$ cat src/hw/rtl/pc_pkg.sv
package pc_pkg;

  // Width of the correlation result and of the root search.
  localparam int CorrBits = 16;
  localparam logic [CorrBits-1:0] CorrMax = 16'h7fff;

  // The squared covariance is compared against q^2 * Va * Vb with q in Q1.15,
  // so both sides carry a factor of 2^30.
  localparam int RootShift = 30;

  localparam int StepBits = 4;
  localparam logic [StepBits-1:0] StepFirst = StepBits'(CorrBits - 1);

  typedef enum logic [2:0] {
    ST_ACCUM,
    ST_MUL_GO,
    ST_MUL_WAIT,
    ST_ROOT_INIT,
    ST_ROOT,
    ST_DONE
  } pc_state_e;

  // Products formed one after another by the shared multiplier.
  typedef enum logic [2:0] {
    OP_NSAA,
    OP_SASA,
    OP_NSBB,
    OP_SBSB,
    OP_NSAB,
    OP_SASB,
    OP_VAVB,
    OP_CMCM
  } pc_op_e;

  typedef enum logic [1:0] {
    STAT_OK   = 2'd0,
    STAT_ZERO = 2'd1,
    STAT_DROP = 2'd2
  } pc_status_e;

  typedef struct packed {
    logic   accept_en;
    logic   clear_acc;
    logic   mul_start;
    logic   mul_capture;
    pc_op_e op;
    logic   root_init;
    logic   root_step;
    logic   load_out;
  } pc_cmd_t;

  typedef struct packed {
    logic acc_last;
    logic mul_busy;
    logic out_busy;
  } pc_stat_t;

endpackage

$ cat src/hw/rtl/pc_ctrl.sv
module pc_ctrl (
  input  logic             clk_i,
  input  logic             rst_ni,
  input  pc_pkg::pc_stat_t stat_i,
  output pc_pkg::pc_cmd_t  cmd_o
);

  pc_pkg::pc_state_e             state_q, state_d;
  pc_pkg::pc_op_e                op_q, op_d, op_next;
  logic [pc_pkg::StepBits-1:0]   step_q, step_d;

  always_ff @(posedge clk_i or negedge rst_ni) begin
    if (!rst_ni) begin
      state_q <= pc_pkg::ST_ACCUM;
      op_q    <= pc_pkg::OP_NSAA;
      step_q  <= '0;
    end else begin
      state_q <= state_d;
      op_q    <= op_d;
      step_q  <= step_d;
    end
  end

  always_comb begin
    unique case (op_q)
      pc_pkg::OP_NSAA: op_next = pc_pkg::OP_SASA;
      pc_pkg::OP_SASA: op_next = pc_pkg::OP_NSBB;
      pc_pkg::OP_NSBB: op_next = pc_pkg::OP_SBSB;
      pc_pkg::OP_SBSB: op_next = pc_pkg::OP_NSAB;
      pc_pkg::OP_NSAB: op_next = pc_pkg::OP_SASB;
      pc_pkg::OP_SASB: op_next = pc_pkg::OP_VAVB;
      pc_pkg::OP_VAVB: op_next = pc_pkg::OP_CMCM;
      pc_pkg::OP_CMCM: op_next = pc_pkg::OP_NSAA;
    endcase
  end

  // Next state.
  always_comb begin
    state_d = state_q;
    op_d    = op_q;
    step_d  = step_q;
    unique case (state_q)
      pc_pkg::ST_ACCUM: begin
        if (stat_i.acc_last) begin
          state_d = pc_pkg::ST_MUL_GO;
          op_d    = pc_pkg::OP_NSAA;
        end
      end
      pc_pkg::ST_MUL_GO: state_d = pc_pkg::ST_MUL_WAIT;
      pc_pkg::ST_MUL_WAIT: begin
        if (!stat_i.mul_busy) begin
          op_d = op_next;
          if (op_q == pc_pkg::OP_CMCM) begin
            state_d = pc_pkg::ST_ROOT_INIT;
          end else begin
            state_d = pc_pkg::ST_MUL_GO;
          end
        end
      end
      pc_pkg::ST_ROOT_INIT: begin
        state_d = pc_pkg::ST_ROOT;
        step_d  = pc_pkg::StepFirst;
      end
      pc_pkg::ST_ROOT: begin
        step_d = step_q - pc_pkg::StepBits'(1);
        if (step_q == '0) begin
          state_d = pc_pkg::ST_DONE;
        end
      end
      pc_pkg::ST_DONE: begin
        if (!stat_i.out_busy) begin
          state_d = pc_pkg::ST_ACCUM;
        end
      end
      default: state_d = pc_pkg::ST_ACCUM;
    endcase
  end

  // Commands to the datapath.
  always_comb begin
    cmd_o             = '0;
    cmd_o.op          = op_q;
    cmd_o.accept_en   = (state_q == pc_pkg::ST_ACCUM);
    cmd_o.mul_start   = (state_q == pc_pkg::ST_MUL_GO);
    cmd_o.mul_capture = (state_q == pc_pkg::ST_MUL_WAIT) && !stat_i.mul_busy;
    cmd_o.root_init   = (state_q == pc_pkg::ST_ROOT_INIT);
    cmd_o.root_step   = (state_q == pc_pkg::ST_ROOT);
    cmd_o.load_out    = (state_q == pc_pkg::ST_DONE) && !stat_i.out_busy;
    cmd_o.clear_acc   = cmd_o.load_out;
  end

endmodule

$ cat config.mk
export PLATFORM = sky130hd
export DESIGN_NAME = pc_ctrl
export DESIGN_NICKNAME = d
export VERILOG_FILES = /design/src/hw/rtl/pc_pkg.sv /design/src/hw/rtl/pc_ctrl.sv
export SDC_FILE = /design/constraint.sdc
export NUM_CORES = 1
export LEC_CHECK = 0
export BUFFER_PORTS_ARGS = -buffer_cell sky130_fd_sc_hd__buf_4
export CORE_ASPECT_RATIO = 1.25
export CORE_UTILIZATION = 37
export DETAILED_ROUTE_END_ITERATION = 6
export SLEW_MARGIN = 10
export SYNTH_ARGS = -nofsm -noshare
export SYNTH_HDL_FRONTEND = slang
export SYNTH_SLANG_ARGS = --single-unit
export TNS_END_PERCENT = 30
$ cat constraint.sdc
create_clock -name clk_i -period 1.5 [get_ports clk_i]
set_clock_uncertainty 0.2 [all_clocks]
set_input_delay 0.075 -clock clk_i [delete_from_list [all_inputs] [get_ports clk_i]]
set_output_delay 0.075 -clock clk_i [all_outputs]
set_load 0.05 [all_outputs]
==> summary.md <==
| Metric | Value |
|---|---|
| Status | `finished with violations` |
| Failing checks | `setup timing` |
| Rows | `16` |
| Delay of the slowest cell on the worst path | `450 ps` |
| EDFF count, synth | `0` |
| Drt initial violations | `13` |
| Syn Inst Count | `65` |
| Finished Cell Area | `1060 sq um` |
| Die Wd | `39.1 um` |
| GRT Overall Usage | `21.4%` |
| RSZ-0062 raised after global routing | `yes` |
| Final wirelength | `1.75 mm` |
| FMAX | `632 MHz` |
| Die height | `48.3 um` |
| CTS sink cnt | `10` |
| Final antenna-violating net count | `0` |
| Clock-pin slew on the worst setup and hold paths | `70 ps` |
| Final Max Tran Viols | `0` |
| Async set-reset flop share out of synthesis | `100%` |
| Final Cycle Share | `105%` |
| Pre-Repair DR Iteration Count | `4` |
| Ys Warns | `0` |
| Synth Cell Area | `636 sq um` |
| Synth-to-layout area growth | `66.9%` |
| Min Hold Slack | `45.1 ps` |
| Vias per cell | `5.23` |
| Pwr Density | `2050 nW/um^2` |
| Leakage | `0.508 nW` |
| Max_cap viols | `0` |
| Congestion Overflow GR | `0` |
| Clock Path Buffers | `2` |
| Mean area per synthesized cell | `9.78 sq um` |
| Commonest cells after routing, fill and taps aside | `19 x buf_4, 13 x buf_6, 7 x dfrtp_1` |
| Post-DP HPWL | `971 um` |
| Root Driver | `clkbuf_4` |
| Vias | `622` |
| DRC errors left | `0` |
| Critical Path RT | `1220 ps` |
| Fin cells | `119` |
| CP arrival | `1310 ps` |
| Initial core utilization | `40.2%` |
| Final worst setup slack | `-81.0 ps` |
| Largest net degree at the start of global routing | `11` |
| Critical path buffer and inverter count | `2` |
| Distinct cells, synth | `30` |
| Num CTS Buffers | `3` |
| Final hold vios | `0` |
| TritonCTS clock tree | `done` |
| CP startpoint kind | `register` |
| Layout net count | `112` |
| Crit end category | `output pin` |
| Post-Syn Nets | `75` |
| First-pass GRT wire length | `2.84 mm` |
| Vias in the first global route | `639` |
| Initial antenna violation count | `0` |
| Most common cell after layout, fill and taps aside | `buf_4` |
| Final setup fails | `9` |
| Slew headroom | `68.1%` |
| H-tree depth | `1` |
| Antenna diode count | `0` |
| WL per Instance | `14.7 um` |
| CP Max Fanout | `5` |
| Crit path cell chain | `buf_4, and3b_2, buf_6` |
| Placeable Area | `1580 sq um` |
| Hold Crit Class | `in -> reg` |
| Placed cell areas | `792 sq um` |
| Share of cells above drive strength 1 | `52.5%` |
| Synth top area share | `39.4%` |
| Placed cell count | `98` |
| Largest area contributor in the netlist | `dfrtp_1` |
| Io pins | `15` |
| Crit Path Category | `reg -> out` |
| Register bit total from synthesis | `10` |
| DIE AREA | `1890 sq um` |
| Worst VDD drop | `1.12 mV` |
| Gpl congestion | `0.796` |
| Critical path's slowest cell | `dfrtp_2` |
| Critical path's top delay family | `flip-flops` |
| Worst-margin pin slew | `477 ps` |
| Final min period | `1580 ps` |
| Top FF cell, synth | `dfrtp_1` |
| Synth area leaders | `dfrtp_1 39%, ha_1 9.8%, nor4b_4 3.7%` |
| Clk_lat worst skew | `270 ps` |
| Post-synthesis sequential area ratio | `39.4%` |
| I/O Buffers | `14` |
where the power goes:
| part | leakage (nW) | internal, W | total, W | switching (W) |
|---|---|---|---|---|
| Sequential | 0.114 | 0.000364 | 0.000483 | 0.000119 |
| Combinational | 0.374 | 0.000698 | 0.00144 | 0.000746 |
| Clock | 0.0210 | 0.000148 | 0.000253 | 0.000105 |
per-stage QoR:
stage / util (%) / setup slack [ps] / power (W) / setup TNS (ps)
2_1_floorplan: - / -296 / 0.00120 / -2350
3_3_place_gp: 50.1 / 2.41 / 0.00144 / 0
3_5_place_dp: 50.1 / 25.3 / 0.00146 / 0
4_1_cts: 62.7 / -121 / 0.00201 / -426
5_1_grt: 67.1 / -131 / 0.00231 / -950
6_report: 67.1 / -81.0 / 0.00218 / -444
per-layer routing:
| metal | global-route usage [%] | part of all wire [%] | vias to the layer above |
|---|---|---|---|
| li1 | - | - | 301 |
| met1 | 25.9 | 43 | 299 |
| met2 | 35.0 | 52 | 18 |
| met3 | 4.13 | 3.7 | 4 |
| met4 | 9.77 | 1.3 | 0 |
| met5 | 0 | 0 | - |
area by class of cell:
class	instances	area, sq um
clock buffers	4	36.3
fillers	114	520
inverters	5	18.8
multi-input cells	45	380
flip-flops and latches	10	254
well taps	18	22.5
repair buffers	37	349
sequential cells by signal, summed over array words and instances (netlist names):
signal and cells:
op_q 3, step_q 4, state_q 3
Yosys cell counts, drive strengths merged (2+ instances only):
cell,number
dfrtp,10
ha,5
inv,5
a21oi,4
buf,4
nand2,4
nor3,4
o21ai,4
nor3b,3
a22o,2
nand3,2
nand3b,2
nor2,2
nor2b,2
path summary, 6_finish.rpt:
check                                        from                     end  slack [ps]  cells past startpoint
hold reg to reg             step_q[3]$_DFFE_PN0P_   step_q[3]$_DFFE_PN0P_         300                      1
max in group asynchronous                  rst_ni  state_q[1]$_DFFE_PN0P_         130                      3
setup reg to reg           state_q[1]$_DFFE_PN0P_     op_q[0]$_DFFE_PN0P_         -20                      6
setup / recovery           state_q[1]$_DFFE_PN0P_                cmd_o[2]         -80                      3
hold / removal                          stat_i[1]  state_q[0]$_DFFE_PN0P_          50                      4
min in group asynchronous                  rst_ni   step_q[2]$_DFFE_PN0P_         620                      3
worst register-to-register path: cells and delay by family (launching register included):
kind / cells / cell delay, ps
AO/OA/AOI/OAI: 2 / 300
buffers and inverters: 3 / 420
flip-flops: 1 / 450
AND/OR/NAND/NOR: 1 / 40
kinds of logic (layout without fill, tap and decap cells):
group           Yosys count  count (layout)  share of synthesized area [%]
simple gates             25              25                           27.4
flops                    10              10                           39.4
compound gates           15              15                           15.4
fa+ha+maj                 5               5                           9.84
buf+inv                  10              46                           8.07
what timing repair did:
action                     in CTS  in global routing
resized for setup              15                 10
buffers inserted               10                  3
hold endpoints to repair       12                  1
hold buffers                    3                  1
pin swaps                       5                  5
setup endpoints to repair       7                 15
No activity file was read; power rests on OpenSTA's default activity.
